<file path="config.mk">
export PLATFORM = sky130hd
export DESIGN_NAME = ultrasonic_range_sequencer_flat
export DESIGN_NICKNAME = d
export VERILOG_FILES = /design/src/rtl/urs_pkg.sv /design/src/rtl/urs_if.sv /design/src/rtl/urs_cfg.sv /design/src/rtl/urs_ctrl.sv /design/src/rtl/urs_scale.sv /design/src/rtl/ultrasonic_range_sequencer.sv /design/src/flat_wrapper.sv
export SDC_FILE = /design/constraint.sdc
export NUM_CORES = 1
export LEC_CHECK = 0
export BUFFER_PORTS_ARGS = -buffer_cell sky130_fd_sc_hd__buf_2
export CAP_MARGIN = 40
export CORE_MARGIN = 3
export CORE_UTILIZATION = 40
export DETAILED_ROUTE_END_ITERATION = 16
export PLACE_DENSITY = 0.68
export SLEW_MARGIN = 5
export SYNTH_ARGS = -nofsm -noshare
export SYNTH_HDL_FRONTEND = slang
export SYNTH_SLANG_ARGS = --single-unit
</file>
<file path="constraint.sdc">
create_clock -name clk -period 6.9 [get_ports clk]
set_clock_uncertainty 0.05 [all_clocks]
set_input_delay 1.035 -clock clk [delete_from_list [all_inputs] [get_ports clk]]
set_output_delay 1.035 -clock clk [all_outputs]
set_load 0.02 [all_outputs]
</file>
<file path="src/rtl/urs_pkg.sv">
`timescale 1ns / 1ps
// Shared types and constants for the ultrasonic range sequencer.
// No dependencies; used by every other file of the block.
package urs_pkg;

  localparam int DIST_W         = 16;
  localparam int COUNT_IN_W     = 16;
  localparam int TICK_W         = 8;
  localparam int COUNT_WIDTH_DEF = 16;

  localparam int SCALE_MUL      = 1000;
  localparam int SCALE_DIV      = 11029;
  localparam int SCALE_DIV_BITS = $clog2(SCALE_DIV);

  localparam logic [DIST_W-1:0] MAX_DIST_RESET     = 16'd4000;
  localparam logic [TICK_W-1:0] WAIT_TICKS_RESET   = 8'd5;
  localparam logic [TICK_W-1:0] SAMPLE_TICKS_RESET = 8'd2;
  localparam logic [TICK_W-1:0] MISS_LIMIT_RESET   = 8'd5;

  localparam int APB_DATA_W = 32;
  localparam int APB_ADDR_W = 4;

  typedef enum logic [1:0] {
    REG_MAX_DISTANCE = 2'd0,
    REG_WAIT_TICKS   = 2'd1,
    REG_SAMPLE_TICKS = 2'd2,
    REG_MISS_LIMIT   = 2'd3
  } reg_idx_t;

  typedef enum logic [1:0] {
    PH_WAIT   = 2'd0,
    PH_TRIG   = 2'd1,
    PH_SAMPLE = 2'd2
  } phase_t;

  typedef enum logic [1:0] {
    ACT_HOLD   = 2'd0,
    ACT_SCALED = 2'd1,
    ACT_MAX    = 2'd2
  } act_t;

  typedef struct packed {
    logic [DIST_W-1:0] max_distance;
    logic [TICK_W-1:0] wait_ticks;
    logic [TICK_W-1:0] sample_ticks;
    logic [TICK_W-1:0] miss_limit;
  } cfg_t;

  typedef struct packed {
    logic fire;
    act_t act;
    logic have;
  } ctrl_t;

endpackage

</file>
<file path="src/rtl/urs_if.sv">
`timescale 1ns / 1ps
// Request and result channel interfaces of the ultrasonic range sequencer.
// Depends on urs_pkg for field widths.
interface urs_in_if;
  import urs_pkg::*;
  logic                  valid;
  logic                  ready;
  logic                  echo_seen;
  logic [COUNT_IN_W-1:0] echo_count;
  modport source (output valid, output echo_seen, output echo_count, input ready);
  modport sink   (input valid, input echo_seen, input echo_count, output ready);
endinterface

interface urs_out_if;
  import urs_pkg::*;
  logic              valid;
  logic              ready;
  logic              fire_trigger;
  logic [DIST_W-1:0] distance_mm;
  logic              distance_valid;
  modport source (output valid, output fire_trigger, output distance_mm,
                  output distance_valid, input ready);
  modport sink   (input valid, input fire_trigger, input distance_mm,
                  input distance_valid, output ready);
endinterface

</file>
<file path="src/rtl/urs_cfg.sv">
`timescale 1ns / 1ps
// APB-style configuration registers of the ultrasonic range sequencer.
// Depends on urs_pkg.
module urs_cfg (
  input  logic                              clk,
  input  logic                              rst_n,
  input  logic                              psel,
  input  logic                              penable,
  input  logic                              pwrite,
  input  logic [urs_pkg::APB_ADDR_W-1:0]    paddr,
  input  logic [urs_pkg::APB_DATA_W-1:0]    pwdata,
  output logic [urs_pkg::APB_DATA_W-1:0]    prdata,
  output logic                              pready,
  output urs_pkg::cfg_t                     cfg
);
  import urs_pkg::*;

  cfg_t     cfg_r;
  cfg_t     cfg_nxt;
  reg_idx_t idx;
  logic     wr_en;

  assign idx    = reg_idx_t'(paddr[3:2]);
  assign wr_en  = psel & penable & pwrite;
  assign pready = 1'b1;
  assign cfg    = cfg_r;

  always_comb begin
    cfg_nxt = cfg_r;
    if (wr_en) begin
      case (idx)
        REG_MAX_DISTANCE: cfg_nxt.max_distance = pwdata[DIST_W-1:0];
        REG_WAIT_TICKS:   cfg_nxt.wait_ticks   = pwdata[TICK_W-1:0];
        REG_SAMPLE_TICKS: cfg_nxt.sample_ticks = pwdata[TICK_W-1:0];
        REG_MISS_LIMIT:   cfg_nxt.miss_limit   = pwdata[TICK_W-1:0];
        default:          cfg_nxt = cfg_r;
      endcase
    end
  end

  always_comb begin
    case (idx)
      REG_MAX_DISTANCE: prdata = APB_DATA_W'(cfg_r.max_distance);
      REG_WAIT_TICKS:   prdata = APB_DATA_W'(cfg_r.wait_ticks);
      REG_SAMPLE_TICKS: prdata = APB_DATA_W'(cfg_r.sample_ticks);
      REG_MISS_LIMIT:   prdata = APB_DATA_W'(cfg_r.miss_limit);
      default:          prdata = '0;
    endcase
  end

  always_ff @(posedge clk) begin
    if (!rst_n) begin
      cfg_r.max_distance <= MAX_DIST_RESET;
      cfg_r.wait_ticks   <= WAIT_TICKS_RESET;
      cfg_r.sample_ticks <= SAMPLE_TICKS_RESET;
      cfg_r.miss_limit   <= MISS_LIMIT_RESET;
    end else begin
      cfg_r <= cfg_nxt;
    end
  end

endmodule

</file>
<file path="src/rtl/urs_ctrl.sv">
`timescale 1ns / 1ps
// Phase sequencer: wait, trigger and sample counting plus miss tracking.
// Depends on urs_pkg.
module urs_ctrl (
  input  logic          clk,
  input  logic          rst_n,
  input  logic          accept,
  input  logic          echo_seen,
  input  urs_pkg::cfg_t cfg,
  output urs_pkg::ctrl_t ctrl
);
  import urs_pkg::*;

  phase_t            phase_r, phase_nxt;
  logic [TICK_W-1:0] tick_r, tick_nxt;
  logic [TICK_W-1:0] miss_r, miss_nxt;
  logic              have_r, have_nxt;
  logic [TICK_W-1:0] tick_inc;

  assign tick_inc = tick_r + TICK_W'(1);

  always_comb begin
    phase_nxt = phase_r;
    tick_nxt  = tick_r;
    miss_nxt  = miss_r;
    have_nxt  = have_r;
    ctrl.fire = 1'b0;
    ctrl.act  = ACT_HOLD;
    case (phase_r)
      PH_WAIT: begin
        if (tick_inc >= cfg.wait_ticks) begin
          tick_nxt  = '0;
          phase_nxt = PH_TRIG;
        end else begin
          tick_nxt = tick_inc;
        end
      end
      PH_TRIG: begin
        tick_nxt  = '0;
        phase_nxt = PH_SAMPLE;
        ctrl.fire = 1'b1;
      end
      PH_SAMPLE: begin
        if (tick_inc >= cfg.sample_ticks) begin
          tick_nxt = '0;
          if (echo_seen) begin
            ctrl.act = ACT_SCALED;
            miss_nxt = '0;
          end else if (miss_r < cfg.miss_limit) begin
            miss_nxt = miss_r + TICK_W'(1);
          end else begin
            ctrl.act = ACT_MAX;
          end
          have_nxt  = 1'b1;
          phase_nxt = PH_WAIT;
        end else begin
          tick_nxt = tick_inc;
        end
      end
      default: begin
        tick_nxt  = '0;
        phase_nxt = PH_WAIT;
      end
    endcase
    ctrl.have = have_nxt;
  end

  always_ff @(posedge clk) begin
    if (!rst_n) begin
      phase_r <= PH_WAIT;
      tick_r  <= '0;
      miss_r  <= '0;
      have_r  <= 1'b0;
    end else if (accept) begin
      phase_r <= phase_nxt;
      tick_r  <= tick_nxt;
      miss_r  <= miss_nxt;
      have_r  <= have_nxt;
    end
  end

endmodule

</file>
<file path="src/rtl/urs_scale.sv">
`timescale 1ns / 1ps
// Echo width to millimetres: count*1000/11029 by reciprocal multiply,
// product registered, then shift and saturate. Depends on urs_pkg.
module urs_scale #(
  parameter int COUNT_WIDTH = urs_pkg::COUNT_WIDTH_DEF
) (
  input  logic                          clk,
  input  logic                          load,
  input  logic [urs_pkg::COUNT_IN_W-1:0] echo_count,
  input  logic [urs_pkg::DIST_W-1:0]    max_distance,
  output logic [urs_pkg::DIST_W-1:0]    distance
);
  import urs_pkg::*;

  localparam int XW = (COUNT_WIDTH < COUNT_IN_W) ? COUNT_WIDTH : COUNT_IN_W;
  localparam int SH = XW + SCALE_DIV_BITS;
  localparam logic [63:0] RECIP =
    ((64'd1 << SH) * 64'(SCALE_MUL) + 64'(SCALE_DIV) - 64'd1) / 64'(SCALE_DIV);
  localparam int MW = $clog2(RECIP + 64'd1);
  localparam int PW = XW + MW;
  localparam int DW = PW - SH;

  logic [XW-1:0]     x;
  logic [PW-1:0]     prod_r;
  logic [PW-1:0]     prod_nxt;
  logic [DW-1:0]     quot;
  logic [DIST_W-1:0] quot_ext;

  assign x        = echo_count[XW-1:0];
  assign prod_nxt = PW'(x) * PW'(RECIP[MW-1:0]);

  always_ff @(posedge clk) begin
    if (load) begin
      prod_r <= prod_nxt;
    end
  end

  assign quot     = prod_r[PW-1:SH];
  assign quot_ext = DIST_W'(quot);
  assign distance = (quot_ext > max_distance) ? max_distance : quot_ext;

endmodule

</file>
<file path="src/rtl/ultrasonic_range_sequencer.sv">
`timescale 1ns / 1ps
// Top level of the ultrasonic range sequencer: channels, stage control, held distance.
// Depends on urs_pkg, urs_if, urs_cfg, urs_ctrl and urs_scale.
//
//   port     | dir | carries
//   ---------+-----+--------------------------------------------------
//   in_req   | in  | one tick request: echo_seen, echo_count
//   out_rsp  | out | one result per tick: fire_trigger, distance_mm, distance_valid
//   p*       | in  | APB register writes and reads, four registers
//
// Every tick passes through the input stage (sequencer update and the
// reciprocal multiply) and then through the result register; one tick per cycle
// sustained while out_rsp.ready holds. The multiplier sets the path length.
// Synchronous active-low reset; no clearing pass. A stalled result holds in the
// output register while the input stage still takes one further request.
module ultrasonic_range_sequencer #(
  parameter int COUNT_WIDTH = urs_pkg::COUNT_WIDTH_DEF
) (
  input  logic                           clk,
  input  logic                           rst_n,
  urs_in_if.sink                         in_req,
  urs_out_if.source                      out_rsp,
  input  logic                           psel,
  input  logic                           penable,
  input  logic                           pwrite,
  input  logic [urs_pkg::APB_ADDR_W-1:0] paddr,
  input  logic [urs_pkg::APB_DATA_W-1:0] pwdata,
  output logic [urs_pkg::APB_DATA_W-1:0] prdata,
  output logic                           pready
);
  import urs_pkg::*;

  cfg_t              cfg;
  ctrl_t             ctrl;
  ctrl_t             s1_ctrl_r;
  logic              s1_valid_r, s1_valid_nxt;
  logic              out_valid_r, out_valid_nxt;
  logic              out_fire_r;
  logic              out_have_r;
  logic [DIST_W-1:0] last_dist_r, last_dist_nxt;
  logic [DIST_W-1:0] scaled;
  logic              in_acc;
  logic              out_adv;
  logic              mv;

  urs_cfg u_cfg (
    .clk     (clk),
    .rst_n   (rst_n),
    .psel    (psel),
    .penable (penable),
    .pwrite  (pwrite),
    .paddr   (paddr),
    .pwdata  (pwdata),
    .prdata  (prdata),
    .pready  (pready),
    .cfg     (cfg)
  );

  urs_ctrl u_ctrl (
    .clk       (clk),
    .rst_n     (rst_n),
    .accept    (in_acc),
    .echo_seen (in_req.echo_seen),
    .cfg       (cfg),
    .ctrl      (ctrl)
  );

  urs_scale #(
    .COUNT_WIDTH (COUNT_WIDTH)
  ) u_scale (
    .clk          (clk),
    .load         (in_acc),
    .echo_count   (in_req.echo_count),
    .max_distance (cfg.max_distance),
    .distance     (scaled)
  );

  assign out_adv      = !out_valid_r || out_rsp.ready;
  assign mv           = s1_valid_r && out_adv;
  assign in_req.ready = !s1_valid_r || out_adv;
  assign in_acc       = in_req.valid && in_req.ready;

  always_comb begin
    s1_valid_nxt  = in_acc ? 1'b1 : (mv ? 1'b0 : s1_valid_r);
    out_valid_nxt = out_adv ? s1_valid_r : out_valid_r;
    last_dist_nxt = last_dist_r;
    case (s1_ctrl_r.act)
      ACT_SCALED: last_dist_nxt = scaled;
      ACT_MAX:    last_dist_nxt = cfg.max_distance;
      default:    last_dist_nxt = last_dist_r;
    endcase
  end

  always_ff @(posedge clk) begin
    if (!rst_n) begin
      s1_valid_r  <= 1'b0;
      out_valid_r <= 1'b0;
      last_dist_r <= MAX_DIST_RESET;
    end else begin
      s1_valid_r  <= s1_valid_nxt;
      out_valid_r <= out_valid_nxt;
      if (mv) begin
        last_dist_r <= last_dist_nxt;
      end
    end
  end

  always_ff @(posedge clk) begin
    if (in_acc) begin
      s1_ctrl_r <= ctrl;
    end
    if (mv) begin
      out_fire_r <= s1_ctrl_r.fire;
      out_have_r <= s1_ctrl_r.have;
    end
  end

  assign out_rsp.valid          = out_valid_r;
  assign out_rsp.fire_trigger   = out_fire_r;
  assign out_rsp.distance_mm    = last_dist_r;
  assign out_rsp.distance_valid = out_have_r;

endmodule
</file>
<file path="src/flat_wrapper.sv">
// flat-port wrapper written by rule: the top's interface ports become plain ports
module ultrasonic_range_sequencer_flat import urs_pkg::*;
#(
  parameter int COUNT_WIDTH = urs_pkg::COUNT_WIDTH_DEF
)
  (clk, rst_n, psel, penable, pwrite, paddr, pwdata, prdata, pready, in_req_valid, in_req_echo_seen, in_req_echo_count, in_req_ready, out_rsp_valid, out_rsp_fire_trigger, out_rsp_distance_mm, out_rsp_distance_valid, out_rsp_ready);
  urs_in_if in_req_i ();
  urs_out_if out_rsp_i ();
  input  logic clk;
  input  logic rst_n;
  input  logic psel;
  input  logic penable;
  input  logic pwrite;
  input  logic [urs_pkg::APB_ADDR_W-1:0] paddr;
  input  logic [urs_pkg::APB_DATA_W-1:0] pwdata;
  output logic [urs_pkg::APB_DATA_W-1:0] prdata;
  output logic pready;
  input wire logic [$bits(in_req_i.valid)-1:0] in_req_valid;
  input wire logic [$bits(in_req_i.echo_seen)-1:0] in_req_echo_seen;
  input wire logic [$bits(in_req_i.echo_count)-1:0] in_req_echo_count;
  output wire logic [$bits(in_req_i.ready)-1:0] in_req_ready;
  output wire logic [$bits(out_rsp_i.valid)-1:0] out_rsp_valid;
  output wire logic [$bits(out_rsp_i.fire_trigger)-1:0] out_rsp_fire_trigger;
  output wire logic [$bits(out_rsp_i.distance_mm)-1:0] out_rsp_distance_mm;
  output wire logic [$bits(out_rsp_i.distance_valid)-1:0] out_rsp_distance_valid;
  input wire logic [$bits(out_rsp_i.ready)-1:0] out_rsp_ready;
  assign in_req_i.valid = in_req_valid;
  assign in_req_i.echo_seen = in_req_echo_seen;
  assign in_req_i.echo_count = in_req_echo_count;
  assign in_req_ready = in_req_i.ready;
  assign out_rsp_valid = out_rsp_i.valid;
  assign out_rsp_fire_trigger = out_rsp_i.fire_trigger;
  assign out_rsp_distance_mm = out_rsp_i.distance_mm;
  assign out_rsp_distance_valid = out_rsp_i.distance_valid;
  assign out_rsp_i.ready = out_rsp_ready;
  ultrasonic_range_sequencer #(.COUNT_WIDTH(COUNT_WIDTH)) u_core (.clk(clk), .rst_n(rst_n), .in_req(in_req_i), .out_rsp(out_rsp_i), .psel(psel), .penable(penable), .pwrite(pwrite), .paddr(paddr), .pwdata(pwdata), .prdata(prdata), .pready(pready));
endmodule
</file>
==> results.sh <==
export IMPL_coreArea_sq_um=29100
export IMPL_setup_viol=0
export IMPL_powerDensity_nw_per_um2=454
export IMPL_slowest_stage="fa_1"
export IMPL_grt_pass1_wl_microns=46400
export IMPL_grt_usage_pct=18.5
export IMPL_cp_cell_sequence="buf_2 -> fa_1 -> inv_1 -> fa_1 -> fa_1 -> fa_1 -> fa_1 -> fa_1 -> inv_1 -> ha_1 -> a21oi_1 -> o21bai_1 -> a21oi_1 -> o31ai_1 -> buf_4 -> nor4b_2 -> o41ai_2 -> xnor2_1"
export IMPL_fp_row_count=62
export IMPL_dp_hpwl_microns=25100
export IMPL_antenna_found_initial=0
export IMPL_layout_common_cells="inv_1 (255), ha_1 (211), fa_1 (133), nand2_1 (94), buf_2 (78)"
export IMPL_critical_path_endpoint_type="flip-flop"
export IMPL_cp_common_cell="fa_1"
export IMPL_worstSetupStartpointType="input port"
export IMPL_clk_path_buf_depth=2
export IMPL_cpLargestDelayFamily="adder cells"
export IMPL_utilization_pct=45.0
export IMPL_yosysSeqAreaShare_pct=17.6
export IMPL_diodes=0
export IMPL_cp_data_arrival_time_ns=6.40
export IMPL_fillCellCount=2784
export IMPL_setup_ws_ns=0.532
export IMPL_finalCriticalPeriod_ns=6.37
export IMPL_dieWidth_microns=179
export IMPL_drt_total_wl_microns=29000
export IMPL_cts_num_sinks=96
export IMPL_worstPathBufferInverterCount=4
export IMPL_hold_buffers=0
export IMPL_synth_cell_types=69
export IMPL_relSlewSlack_pct=47.0
export IMPL_h_tree_depth=3
export IMPL_ioPinCount=113
export IMPL_drive_above_1_share_pct=9.90
export IMPL_ys_flop_type="dfxtp_1"
export IMPL_yosys_warnings=0
export IMPL_slew_viol_final=0
export IMPL_numPortBuffers=77
export IMPL_die_area_sq_um=32100
export IMPL_crit_fanout=6
export IMPL_max_freq_ghz=0.157
export IMPL_ff2ff_setup_slack_ns=3.82
export IMPL_max_stage_delay_ns=0.57
export IMPL_path_class="input port to flip-flop"
export IMPL_drc_errors=0
export IMPL_die_h_microns=179
export IMPL_ant_nets=0
export IMPL_place_gp_congestion=0.936
export IMPL_start_util_pct=41.2
export IMPL_via_per_inst=5.14
export IMPL_clk_pin_slew_ns=0.07
export IMPL_total_power_uw=5940
export IMPL_status="completed"
export IMPL_netlist_area_sq_um=12000
export IMPL_rsz0062_at_grt="no"
export IMPL_wl_per_cell_microns=16.8
export IMPL_hold_viol_final=0
export IMPL_final_common_cell="inv_1"
export IMPL_avgSynthCellArea_sq_um=9.46
export IMPL_synth_edff_count=19
export IMPL_syn_to_final_growth_pct=9.32
export IMPL_drtIter0Drc=477
export IMPL_cts_setup_buffers=0
export IMPL_crit_required_ns=6.93
export IMPL_nets=1742
export IMPL_tightest_slew_ns=0.796
export IMPL_vias=8884
export IMPL_netlist_instances=1266
export IMPL_setup_tns_ns=0
export IMPL_cts_resized=0
export IMPL_ir_drop_mv=0.325
export IMPL_clk_latency_ns=0.34
export IMPL_dr_pass1_iters=4
export IMPL_hold_path_class="flip-flop to flip-flop"
export IMPL_pre_cts_slack_ns=0.178
export IMPL_cts_root_buf="clkbuf_16"
export IMPL_synthArstFlopShare_pct=0
export IMPL_max_cap_violations=0
export IMPL_grt_max_degree=70
export IMPL_period_share_pct=92.3
export IMPL_cts_tree="yes"
export IMPL_numCtsBuffers=9
export IMPL_p_leak_uw=0.00647
export IMPL_grt_pass1_vias=8803
export IMPL_grt_remaining_overflow=0
export IMPL_ys_seq_elements=96
==> flip-flops by register name (all words and copies together), names as in the netlist, 2 cells and up <==
register / count
u_core.s1_ctrl_r: 4
u_core.u_ctrl.miss_r: 8
u_core.u_cfg.cfg: 40
u_core.u_scale.prod_r: 13
u_core.u_ctrl.tick_r: 8
u_core.out_rsp.distance_mm: 16
u_core.u_ctrl.phase_r: 2
==> layout make-up <==
| cell class | count | area, sq um | share of cell area (%) |
|---|---|---|---|
| Timing Repair Buffer | 89 | 480 | 3.67 |
| Clock inverter | 7 | 93.8 | 0.717 |
| Sequential cell | 96 | 2110 | 16.1 |
| Clock buffer | 9 | 225 | 1.72 |
| Tap cell | 384 | 480 | 3.67 |
| Inverter | 255 | 957 | 7.31 |
| Multi-Input combinational cell | 887 | 8740 | 66.8 |
==> metal layers <==
metal | GRT usage (%) | vias to the layer above | part of all wire [%]
met3 | 2.63 | 36 | 5.3
li1 | - | 4329 | -
met1 | 26.9 | 4272 | 48
met5 | 0 | - | 0
met4 | 4.32 | 0 | 1.9
met2 | 29.1 | 247 | 45
==> final timing paths <==
check / startpoint / end / depth (start not counted)
hold reg to reg: u_core.s1_ctrl_r[0] / u_core.out_rsp.distance_valid / 0
setup / recovery: in_req_echo_count[14] / u_core.u_scale.prod_r[42] / 18
hold / removal: u_core.s1_ctrl_r[0] / u_core.out_rsp.distance_valid / 0
setup reg to reg: u_core.u_ctrl.tick_r[0] / u_core.u_ctrl.miss_r[7] / 11
==> report_power, final <==
part / total, uW / switching (uW) / internal, uW
clock network: 535 / 217 / 318
logic: 4650 / 2820 / 1830
registers: 761 / 40.2 / 721
==> cell usage after synthesis, drive strengths merged (2+ instances only) <==
cell type	number	share of area [%]
conb	2	0.063
nand4	15	0.91
nand4b	3	0.22
dfxtp	77	13
nand2	95	3.0
ha	211	22
a211oi	10	0.63
fa	133	22
xnor2	17	1.2
a21boi	15	0.97
nor3b	2	0.13
o21ai	31	1.3
o21a	11	0.69
o221ai	2	0.15
a41oi	3	0.22
o41ai	3	0.34
o2111ai	7	0.51
a21oi	53	2.3
mux2i	32	2.7
nand3	27	1.1
inv	255	8.0
xor2	8	0.59
or2	7	0.37
a221o	2	0.17
o31ai	6	0.42
clkbuf	21	0.66
o21bai	5	0.31
a31oi	3	0.16
nor3	19	0.84
and3	7	0.37
and2	8	0.42
edfxtp	19	4.8
o211ai	11	0.69
and4	2	0.16
mux4	8	1.5
a211o	2	0.15
nor2	35	1.2
buf	22	1.2
nand2b	9	0.47
a21o	14	0.88
nor4	8	0.42
nor2b	33	1.7
==> logic make-up (layout without fill, tap and decap cells) <==
| family | count (synthesis) | after routing | share of synthesized area, % |
|---|---|---|---|
| adders and majority gates | 344 | 344 | 44.3 |
| xor gates and xnor gates | 25 | 25 | 1.83 |
| and+or+nand+nor | 274 | 274 | 11.6 |
| DFF | 96 | 96 | 17.6 |
| AOI/OAI and AO/OA | 187 | 187 | 10.5 |
| other | 2 | 17 | 0.0627 |
| buffers and inverters | 298 | 360 | 9.89 |
| muxes | 40 | 40 | 4.18 |
==> per-stage QoR <==
stage                     instance area [sq um]  hold slack [ns]  instances
after global routing                      13100            0.399       1727
after CTS                                 13100            0.392       1727
after global placement                    12700            0.379       1708
after floorplan                           12000            0.350       1281
final                                     13100            0.383       1727
after detailed placement                  12800            0.377       1711
No activity file was read; power rests on OpenSTA's default activity.
